--- src/sv/sva_pkg.sv ---
`timescale 1ns / 1ps
// Shared types and codes for the synth voice allocator.
// No dependencies; imported by the allocator top level and its checker.
package sva_pkg;

    localparam logic [1:0] KIND_ON   = 2'd0;
    localparam logic [1:0] KIND_OFF  = 2'd1;
    localparam logic [1:0] KIND_DONE = 2'd2;

    localparam int NOTE_W  = 7;
    localparam int TAG_W   = 16;
    localparam int VEL_W   = 7;
    localparam int AGE_W   = 64;
    localparam int SLOT_W  = 4;
    localparam int MASK_W  = 16;
    localparam int COUNT_W = 5;

    typedef struct packed {
        logic [AGE_W-1:0]  age;
        logic [TAG_W-1:0]  ident;
        logic [VEL_W-1:0]  velocity;
        logic [NOTE_W-1:0] note;
    } voice_rec_t;

    localparam int REC_W = $bits(voice_rec_t);

endpackage

--- src/sv/sva_ram.sv ---
`timescale 1ns / 1ps
// Generic simple dual-port RAM: one write port, one read port with registered data.
// No dependencies.
module sva_ram #(
    parameter int WIDTH = 8,
    parameter int DEPTH = 16
) (
    input  logic                     aclk,
    input  logic                     we,
    input  logic [$clog2(DEPTH)-1:0] waddr,
    input  logic [WIDTH-1:0]         wdata,
    input  logic                     re,
    input  logic [$clog2(DEPTH)-1:0] raddr,
    output logic [WIDTH-1:0]         rdata
);

    logic [WIDTH-1:0] mem [DEPTH];

    always_ff @(posedge aclk) begin
        if (we) begin
            mem[waddr] <= wdata;
        end
        if (re) begin
            rdata <= mem[raddr];
        end
    end

endmodule

--- src/sv/synth_voice_allocator.sv ---
`timescale 1ns / 1ps
// Voice allocator: one word is in flight at a time and s_ready is high only when idle.
// A finished, ignored or bend word goes straight to the finish state, and a note on that
// finds a free voice writes the voice RAM first. A note off scans the voice RAM before it
// finishes, and a note on that must steal scans it and then writes; both scans walk
// the voice RAM one voice per cycle through a single comparator. The result word
// is valid from the cycle s_ready rises, and a result still waiting for m_ready holds
// the next word's result and s_ready back until it is taken.
// Active and held bits live in flops, the note/tag/velocity/age records in a RAM.
// Depends on sva_pkg and sva_ram.
module synth_voice_allocator import sva_pkg::*; #(
    parameter int NUM_VOICES = 16
) (
    input  logic               aclk,
    input  logic               aresetn,
    input  logic               s_valid,
    output logic               s_ready,
    input  logic [1:0]         s_kind,
    input  logic [NOTE_W-1:0]  s_note,
    input  logic [TAG_W-1:0]   s_voice_tag,
    input  logic [VEL_W-1:0]   s_velocity,
    input  logic               s_bend_update,
    input  logic [SLOT_W-1:0]  s_finished_slot,
    output logic               m_valid,
    input  logic               m_ready,
    output logic [SLOT_W-1:0]  m_slot,
    output logic               m_allocated,
    output logic               m_stolen,
    output logic [MASK_W-1:0]  m_release_mask,
    output logic [COUNT_W-1:0] m_active_count
);

    localparam int IW  = $clog2(NUM_VOICES);
    localparam int CW  = $clog2(NUM_VOICES + 1);
    localparam int SW  = (IW > SLOT_W) ? IW : SLOT_W;
    localparam int CPW = (CW > COUNT_W) ? CW : COUNT_W;
    localparam int RW  = (NUM_VOICES > MASK_W) ? NUM_VOICES : MASK_W;

    localparam logic [1:0] ST_IDLE   = 2'd0;
    localparam logic [1:0] ST_SCAN   = 2'd1;
    localparam logic [1:0] ST_WRITE  = 2'd2;
    localparam logic [1:0] ST_FINISH = 2'd3;

    localparam logic MODE_STEAL   = 1'b0;
    localparam logic MODE_RELEASE = 1'b1;

    logic [1:0]            state_reg, state_next;
    logic                  mode_reg, mode_next;
    logic [NUM_VOICES-1:0] active_reg, active_next;
    logic [NUM_VOICES-1:0] held_reg, held_next;
    logic [CW-1:0]         count_reg, count_next;
    logic [AGE_W-1:0]      counter_reg, counter_next;
    logic [IW:0]           cnt_reg, cnt_next;
    logic                  pend_reg, pend_next;
    logic [IW-1:0]         pidx_reg, pidx_next;
    logic                  m_valid_reg, m_valid_next;

    logic [NOTE_W-1:0]     note_reg, note_next;
    logic [TAG_W-1:0]      tag_reg, tag_next;
    logic [VEL_W-1:0]      vel_reg, vel_next;
    logic [AGE_W-1:0]      best_age_reg, best_age_next;
    logic [IW-1:0]         best_idx_reg, best_idx_next;
    logic [IW-1:0]         slot_reg, slot_next;
    logic                  alloc_reg, alloc_next;
    logic                  stolen_reg, stolen_next;
    logic [RW-1:0]         rel_reg, rel_next;
    logic [SLOT_W-1:0]     out_slot_reg, out_slot_next;
    logic                  out_alloc_reg, out_alloc_next;
    logic                  out_stolen_reg, out_stolen_next;
    logic [MASK_W-1:0]     out_rel_reg, out_rel_next;
    logic [COUNT_W-1:0]    out_count_reg, out_count_next;

    logic                  free_any;
    logic [IW-1:0]         free_idx;
    logic                  fin_hit;
    logic [NUM_VOICES-1:0] fin_vec;
    logic                  ram_we, ram_re;
    logic [IW-1:0]         ram_raddr;
    voice_rec_t            ram_wdata, ram_rdata;
    logic [SW-1:0]         slot_pad;
    logic [CPW-1:0]        count_pad;

    sva_ram #(
        .WIDTH (REC_W),
        .DEPTH (NUM_VOICES)
    ) u_voice_ram (
        .aclk  (aclk),
        .we    (ram_we),
        .waddr (slot_reg),
        .wdata (ram_wdata),
        .re    (ram_re),
        .raddr (ram_raddr),
        .rdata (ram_rdata)
    );

    // lowest free voice
    always_comb begin
        free_any = 1'b0;
        free_idx = '0;
        for (int v = NUM_VOICES - 1; v >= 0; v--) begin
            if (!active_reg[v]) begin
                free_any = 1'b1;
                free_idx = IW'(v);
            end
        end
    end

    always_comb begin
        fin_vec = '0;
        for (int v = 0; v < NUM_VOICES; v++) begin
            fin_vec[v] = (32'(s_finished_slot) == v) && active_reg[v];
        end
        fin_hit = |fin_vec;
    end

    assign slot_pad  = SW'(slot_reg);
    assign count_pad = CPW'(count_reg);

    assign ram_wdata.age      = counter_reg + AGE_W'(1);
    assign ram_wdata.ident    = tag_reg;
    assign ram_wdata.velocity = vel_reg;
    assign ram_wdata.note     = note_reg;
    assign ram_raddr          = cnt_reg[IW-1:0];

    always_comb begin
        state_next      = state_reg;
        mode_next       = mode_reg;
        active_next     = active_reg;
        held_next       = held_reg;
        count_next      = count_reg;
        counter_next    = counter_reg;
        cnt_next        = cnt_reg;
        pend_next       = 1'b0;
        pidx_next       = pidx_reg;
        m_valid_next    = m_valid_reg && !m_ready;
        note_next       = note_reg;
        tag_next        = tag_reg;
        vel_next        = vel_reg;
        best_age_next   = best_age_reg;
        best_idx_next   = best_idx_reg;
        slot_next       = slot_reg;
        alloc_next      = alloc_reg;
        stolen_next     = stolen_reg;
        rel_next        = rel_reg;
        out_slot_next   = out_slot_reg;
        out_alloc_next  = out_alloc_reg;
        out_stolen_next = out_stolen_reg;
        out_rel_next    = out_rel_reg;
        out_count_next  = out_count_reg;
        ram_we          = 1'b0;
        ram_re          = 1'b0;

        unique case (state_reg)
            ST_IDLE: begin
                if (s_valid) begin
                    note_next     = s_note;
                    tag_next      = s_voice_tag;
                    vel_next      = s_velocity;
                    slot_next     = '0;
                    alloc_next    = 1'b0;
                    stolen_next   = 1'b0;
                    rel_next      = '0;
                    best_age_next = '1;
                    best_idx_next = '0;
                    cnt_next      = '0;
                    state_next    = ST_FINISH;
                    if (s_kind == KIND_ON && s_velocity != '0) begin
                        alloc_next = 1'b1;
                        if (free_any) begin
                            slot_next  = free_idx;
                            state_next = ST_WRITE;
                        end else begin
                            stolen_next = 1'b1;
                            mode_next   = MODE_STEAL;
                            state_next  = ST_SCAN;
                        end
                    end else if (s_kind == KIND_OFF && !s_bend_update) begin
                        mode_next  = MODE_RELEASE;
                        state_next = ST_SCAN;
                    end else if (s_kind == KIND_DONE && fin_hit) begin
                        active_next = active_reg & ~fin_vec;
                        count_next  = count_reg - CW'(1);
                    end
                end
            end
            ST_SCAN: begin
                if (32'(cnt_reg) < NUM_VOICES) begin
                    ram_re    = 1'b1;
                    cnt_next  = cnt_reg + (IW+1)'(1);
                    pend_next = 1'b1;
                    pidx_next = cnt_reg[IW-1:0];
                end
                if (pend_reg) begin
                    if (mode_reg == MODE_STEAL) begin
                        if (ram_rdata.age < best_age_reg) begin
                            best_age_next = ram_rdata.age;
                            best_idx_next = pidx_reg;
                        end
                    end else if (active_reg[pidx_reg] && held_reg[pidx_reg] &&
                                 (ram_rdata.ident == tag_reg ||
                                  ram_rdata.note == note_reg)) begin
                        held_next[pidx_reg] = 1'b0;
                        rel_next[pidx_reg]  = 1'b1;
                    end
                end else if (32'(cnt_reg) >= NUM_VOICES) begin
                    if (mode_reg == MODE_STEAL) begin
                        slot_next  = best_idx_reg;
                        state_next = ST_WRITE;
                    end else begin
                        state_next = ST_FINISH;
                    end
                end
            end
            ST_WRITE: begin
                ram_we                = 1'b1;
                active_next[slot_reg] = 1'b1;
                held_next[slot_reg]   = 1'b1;
                counter_next          = counter_reg + AGE_W'(1);
                if (!stolen_reg) begin
                    count_next = count_reg + CW'(1);
                end
                state_next = ST_FINISH;
            end
            ST_FINISH: begin
                if (!m_valid_reg || m_ready) begin
                    m_valid_next    = 1'b1;
                    out_slot_next   = slot_pad[SLOT_W-1:0];
                    out_alloc_next  = alloc_reg;
                    out_stolen_next = stolen_reg;
                    out_rel_next    = rel_reg[MASK_W-1:0];
                    out_count_next  = count_pad[COUNT_W-1:0];
                    state_next      = ST_IDLE;
                end
            end
            default: state_next = ST_IDLE;
        endcase
    end

    always_ff @(posedge aclk) begin
        if (!aresetn) begin
            state_reg   <= ST_IDLE;
            mode_reg    <= MODE_STEAL;
            active_reg  <= '0;
            held_reg    <= '0;
            count_reg   <= '0;
            counter_reg <= '0;
            cnt_reg     <= '0;
            pend_reg    <= 1'b0;
            pidx_reg    <= '0;
            m_valid_reg <= 1'b0;
        end else begin
            state_reg   <= state_next;
            mode_reg    <= mode_next;
            active_reg  <= active_next;
            held_reg    <= held_next;
            count_reg   <= count_next;
            counter_reg <= counter_next;
            cnt_reg     <= cnt_next;
            pend_reg    <= pend_next;
            pidx_reg    <= pidx_next;
            m_valid_reg <= m_valid_next;
        end
    end

    always_ff @(posedge aclk) begin
        note_reg       <= note_next;
        tag_reg        <= tag_next;
        vel_reg        <= vel_next;
        best_age_reg   <= best_age_next;
        best_idx_reg   <= best_idx_next;
        slot_reg       <= slot_next;
        alloc_reg      <= alloc_next;
        stolen_reg     <= stolen_next;
        rel_reg        <= rel_next;
        out_slot_reg   <= out_slot_next;
        out_alloc_reg  <= out_alloc_next;
        out_stolen_reg <= out_stolen_next;
        out_rel_reg    <= out_rel_next;
        out_count_reg  <= out_count_next;
    end

    assign s_ready        = (state_reg == ST_IDLE);
    assign m_valid        = m_valid_reg;
    assign m_slot         = out_slot_reg;
    assign m_allocated    = out_alloc_reg;
    assign m_stolen       = out_stolen_reg;
    assign m_release_mask = out_rel_reg;
    assign m_active_count = out_count_reg;

endmodule

--- config.mk ---
export PLATFORM = sky130hd
export DESIGN_NAME = synth_voice_allocator
export DESIGN_NICKNAME = d
export VERILOG_FILES = /design/src/sv/sva_pkg.sv /design/src/sv/sva_ram.sv /design/src/sv/synth_voice_allocator.sv
export SDC_FILE = /design/constraint.sdc
export NUM_CORES = 2
export LEC_CHECK = 0
export BUFFER_PORTS_ARGS = -buffer_cell sky130_fd_sc_hd__buf_2
export CAP_MARGIN = 20
export CELL_PAD_IN_SITES_DETAIL_PLACEMENT = 1
export CELL_PAD_IN_SITES_GLOBAL_PLACEMENT = 2
export CORE_UTILIZATION = 45
export CTS_CLUSTER_SIZE = 10
export DETAILED_ROUTE_END_ITERATION = 12
export PLACE_DENSITY = 0.77
export REMOVE_ABC_BUFFERS = 1
export SLEW_MARGIN = 5
export SYNTH_ARGS = -nofsm -noshare
export SYNTH_HDL_FRONTEND = slang
export SYNTH_HIERARCHICAL = 1
export SYNTH_SLANG_ARGS = --single-unit
--- constraint.sdc ---
create_clock -name aclk -period 8.2 [get_ports aclk]
set_input_delay 0.82 -clock aclk [delete_from_list [all_inputs] [get_ports aclk]]
set_output_delay 0.82 -clock aclk [all_outputs]
set_load 0.05 [all_outputs]
== After elaboration in Yosys (flattened, before gate mapping) ==
Memory sizes are Yosys's and may differ from the RTL's. A register that Yosys moved wholly into a read port is not among the register bits.
Index checks and enable logic that the tools add are counted.
Word-level totals
  bits in read-only memories: 0
  input bits: 41
  memory bits (writable): 1504
  output and inout port bits: 29
  word-level logic and storage cells: 231
  memories kept: 1
  flip-flop bits (word level): 262
  bits in latches: 0
Memory list
  u_voice_ram.mem: words 16, bits a word 94, read ports 1, clocked after memory_dff 1, write ports 1, RTL line sva_ram.sv:17  | logic [WIDTH-1:0] mem [DEPTH];
Cells by class
  $lt $le $gt $ge: 7
  div/mod/pow operators: 0
  shift-type cells: 0
  add/sub/neg operators: 4
  $mul: 0
  reduce and logical (&&, ||, !) cells: 50
  equality and inequality tests: 37
  multiplexer cells: 101
  bitwise logic cells: 7
Operator list (count)
  2-to-1 mux 64 bit: 4
  2-to-1 mux 16 bit: 11
  one-hot mux 64 bit (2 select lines): 1
  2-to-1 mux 4 bit: 26
  one-hot mux 16 bit (2 select lines): 3
  adder 64 x 1 -> 64 bit, second input constant: 1
  < comparator 64 bit: 1
  bitwise OR 16 bit: 3
  2-to-1 mux 5 bit: 7
  2-to-1 mux 1 bit: 33
  AND 16 bit: 2
  == test 4 bit, second input constant: 8
  NOT 16 bit: 2
  inequality test 2 bit, second input constant: 14
  logical AND 1 bit: 24
  one-hot mux 5 bit (2 select lines): 2
  AND reduction 5 bit: 4
  == test 16 bit: 1
  == test 4 x 3 -> 1 bit, second input constant: 4
  one-hot mux 4 bit (2 select lines): 2
  OR reduction 16 bit: 1
  2-to-1 mux 2 bit: 7
  AND reduction 4 bit: 3
  adder 5 x 1 -> 5 bit, second input constant: 2
  other kinds (23): 40

== Depth between registers and ports, before layout ==
  word-level depth: 20
  gate-level depth with buffers: 12
  mapped depth without buffers: 11

== By module ==
The synthesis kept the hierarchy.
Modules (own cells, without submodules)
  sva_ram: seq. area each 47986.0 um2, area an instance 58934.0 um2, instances 1, cells an instance 2408
  synth_voice_allocator: seq. area each 6716.4 um2, area an instance 13952.1 um2, instances 1, cells an instance 1403

== Worst setup path before layout ==
No wires, ideal clock.
  path kind: reg-to-reg
  start point: reg state_reg[0]
  end point: mem u_voice_ram/mem[0][0] (netlist bit) (enable)
  required time: 7.538 ns
  library setup time: 0.662 ns
  buffers on the path: 0
  data arrival time: 7.521 ns
  slack: 0.018 ns
  period minus slack after synthesis: 8.182 ns
  stages on the path, launching flop included: 5
  cells stage by stage: dfxtp_1 -> inv_1 -> ha_1 -> or3b_2 -> nor3_1
On the way
  cells in the longest elaborated chain, start to end: 4
RTL lines
  from (decl): RTL line synth_voice_allocator.sv:47  | logic [1:0] state_reg, state_next;
  from (signal assigned): RTL line synth_voice_allocator.sv:252  | state_reg <= state_next;
  == test 2 bit: RTL line synth_voice_allocator.sv:153  | unique case (state_reg)
  2-to-1 mux 1 bit: RTL line synth_voice_allocator.sv:153
  via ram_we: RTL line synth_voice_allocator.sv:77  | logic ram_we, ram_re;
  2-to-1 mux 1 bit: RTL line sva_ram.sv:20  | if (we) begin
  2-to-1 mux 1 bit (implied by the code): RTL line sva_ram.sv:21  | mem[waddr] <= wdata;
  to (decl): RTL line sva_ram.sv:17
The timed path passes the listed nets, and every way through them passes these cells.

== Final worst setup path ==
  start point: reg tag_reg[4]
  end point: reg rel_reg[5] (enable)
On the way
  cells in the longest elaborated chain, start to end: 5
RTL lines
  from (decl): RTL line synth_voice_allocator.sv:59  | logic [TAG_W-1:0] tag_reg, tag_next;
  from (signal assigned): RTL line synth_voice_allocator.sv:267  | tag_reg <= tag_next;
  == test 16 bit: RTL line synth_voice_allocator.sv:200  | (ram_rdata.ident == tag_reg ||
  logical OR 1 bit: RTL line synth_voice_allocator.sv:200
  logical AND 1 bit: RTL line synth_voice_allocator.sv:199  | end else if (active_reg[pidx_reg] && held_reg[pidx_reg] &&
  inequality test 2 bit (no source line)
  AND reduction 5 bit (no source line)
  to (signal assigned): RTL line synth_voice_allocator.sv:274  | rel_reg <= rel_next;
  to (decl): RTL line synth_voice_allocator.sv:66  | logic [RW-1:0] rel_reg, rel_next;
Every way passes these cells.
A chain may end at the register's enable or synchronous reset.

==> flow_results.org <==
** Run status
- The flow ran to the end, and the final reports show no timing, DRC or antenna violations.

** Setup path
- STA classifies the critical path startpoint as a flop.
- Along the worst path, the maximum fanout reaches 17.
- Data on the critical path is required at its endpoint by 8650 ps.
- Type of the setup path with the least slack :: flop to flop
- Data arrival time of the critical path :: around 4600 ps
- STA classifies the critical path endpoint as a flop.

** Clock tree
- Num Clock Sinks :: 1,734
- In this run, post-CTS hold repair placed 0 buffers.
- The longest clock path from root to sink contains 3 buffers.
- In this run, post-CTS repair resized a total of 0 instances.
- Post-CTS setup-driven buffer insertion count :: 0
- The H-tree generated during clock tree synthesis spans 4 levels.
- TritonCTS built the clock tree.
- Clock tree root buffer cell :: sky130_fd_sc_hd__clkbuf_16
- Clock input transition at the sequential cells of the worst setup and hold paths :: ~60 ps
- Clock buffers created by TritonCTS :: between 150 and 200
- The clock reaches the later pin of the worst-skew pair after around 820 ps.

** Placement
- Buffers added on ports :: 69
- Sum of net half-perimeters after detailed placement :: roughly 84,000 µm
- Counting tap cells, the placed design contains a total of between 5,000 and 6,000 instances.
- Final RePlAce weighted congestion :: around 0.77

** Routing
- The first TritonRoute pass finished after 5 iterations.
- Routed via count :: 34,700
- For this block, the initial DRC count from the detailed router was around 3,100.
- WL final :: about 170,000 µm
- In this run the remaining antenna-violating nets after routing total 0.
- Via-per-instance ratio :: approximately 6
- For this run, design rule violations remaining after detail routing come to 0.
- After detailed routing, the average wire length per cell comes to ~28 µm.

** Power and ir drop
- Of the total power, registers draw 0.511.
- Int Power :: approximately 16 mW
- Overall power consumption after layout is estimated at about 22 mW.
- Worst vdd rail ir drop :: between 0.2 and 0.25 mV
- Clock share of power :: 0.353
- For this design the ratio of total power to cell area is between 200 and 300 nW/µm².
- In this run the static leakage power is 24.8 nW.
- Switching power total :: approximately 5.6 mW
- Share of total power in combinational logic :: 0.136
- Of the total power, the share spent switching nets is 0.258.

** Job
- The tool flagged a number of max-cap violations equal to 0.

** Floorplanning
- Area of the core :: between 150,000 and 200,000 µm²
- In this run the core area contains 142 standard-cell rows.
- DIE HEIGHT :: around 390 µm
- Top-level port count :: 70
- For this configuration, the core starts out at a cell density of 0.455.
- Total Die Area :: 153,000 µm²
- From left edge to right edge, the die measures between 300 and 400 µm.

** Layout
- Number of standard cells in the final layout excluding fillers :: ~5,900
- The largest registers in the layout are u_voice_ram/mem: 1392 flops, u_voice_ram/rdata: 87 flops.
- In the final layout, the share of cells above drive strength 1 is 0.201.
- More flip-flops sit in one register than any other, and that register is u_voice_ram/mem.
- The number of antenna diodes in the final layout is 0.
- After filler insertion, the fill cell instance count of the layout stands at 13,600.
- Synthesis-to-finish area growth :: 12.7%
- Largest register FFs :: 1,392
- In the final design database the tool counted approximately 3,900 nets.

** Timing
- Minimum period implied by the final worst setup slack :: about 4100 ps
- The worst pin sits at a relative slew slack of 0.284.
- # setup viols final :: 0
- Setup repair after global routing left no endpoint under its margin.
- Dividing the final minimum period by the clock period gives 0.505.
- For the pin with the worst max-slew slack, the measured transition is roughly 1100 ps.
- For this run, the top clock speed supported by timing is roughly 0.24 GHz.
- Final Hold Vio Count :: 0
- Maximum clock skew at final layout :: around 36 ps
- The number of slew-limit violations in the final report came to 0.

** Logic synthesis
- Averaged over all synthesized cells, the footprint is roughly 19 µm².
- For this run, the number of Yosys warnings is 6.
- Post-synthesis cell area :: 68,300 µm²
- After technology mapping, the gate count stands at approximately 3,600.

** GRT
- Total congestion overflow :: 0
- Antenna violations before repair :: 1
- Wire length of the first global-routing pass :: between 200,000 and 250,000 µm
- Maximum number of pins on one net before global-route repair :: about 130
- For this run, the total global-route usage over all layers was measured as 0.219.
- The via count of the first global-routing pass is 36,800.

** Worst hold path
- Hold Crit Class :: primary input to flop
-- worst max-delay path, stage by stage, from the launching register on --
cell	delay (ps)
sky130_fd_sc_hd__edfxtp_1	600
sky130_fd_sc_hd__xnor2_1	310
sky130_fd_sc_hd__nand4_1	280
sky130_fd_sc_hd__nor4_1	870
sky130_fd_sc_hd__a41oi_1	370
sky130_fd_sc_hd__nor3_1	660
sky130_fd_sc_hd__o21a_1	660
-- through the flow --
stage               TNS (ps)  instance area [µm²]  setup WS (ps)  hold slack, ps   util
floorplan            -721880                67500          -7380             400      -
global placement           0                71200           4200             409  0.474
detailed placement         0                71300           4030             429  0.474
CTS                        0                76700           4050             105  0.511
global route               0                77000           3870             132  0.512
finish                     0                77000           4060             174  0.512
-- power by group through the flow --
| stage | sequential, mW | combinational (mW) | clock (mW) |
|---|---|---|---|
| 2_1_floorplan | 11.5 | 2.23 | 0 |
| 3_3_place_gp | 11.3 | 2.98 | 0 |
| 3_5_place_dp | 11.3 | 3.04 | 0 |
| 4_1_cts | 11.2 | 3.05 | 7.87 |
| 5_1_grt | 11.2 | 3.24 | 8.16 |
| 6_report | 11.2 | 2.98 | 7.71 |
-- layout by cell type, fill, tap and decap left out, types with 79 or more instances in the layout --
cell type,count
sky130_fd_sc_hd__inv_1,84
sky130_fd_sc_hd__mux4_2,352
sky130_fd_sc_hd__edfxtp_1,1619
sky130_fd_sc_hd__buf_4,79
sky130_fd_sc_hd__nand2_1,201
sky130_fd_sc_hd__a22oi_1,177
sky130_fd_sc_hd__nor2_1,120
sky130_fd_sc_hd__dfxtp_1,113
sky130_fd_sc_hd__nand2b_1,79
sky130_fd_sc_hd__clkbuf_16,196
-- cell type report --
type	instances	area, µm²	share of cell area
well taps	2016	2520	0.0328
clock buffers	270	5190	0.0674
repair buffers	169	1290	0.0168
clock inverters	18	282	0.00366
inverters	85	319	0.00414
flip-flops and latches	1734	50900	0.661
multi-input cells	1626	16500	0.214
-- path summary, 6_finish.rpt --
check / startpoint / to / slack (ps) / depth (start not counted)
max: tag_reg[4] / rel_reg[5] / 4060 / 6
min: s_voice_tag[7] / tag_reg[7] / 170 / 1
max reg2reg: tag_reg[4] / rel_reg[5] / 4060 / 6
min reg2reg: alloc_reg / m_allocated / 440 / 0
-- per-layer routing --
layer,GRT usage,wire [µm],share of wire,vias up
met2,0.366,82800,0.50,1029
li1,-,-,-,14900
met1,0.301,70900,0.43,18700
met5,0,8,0.000048,-
met4,0.0567,3020,0.018,2
met3,0.0338,9190,0.055,208
Power figures use the tool's default switching activity.
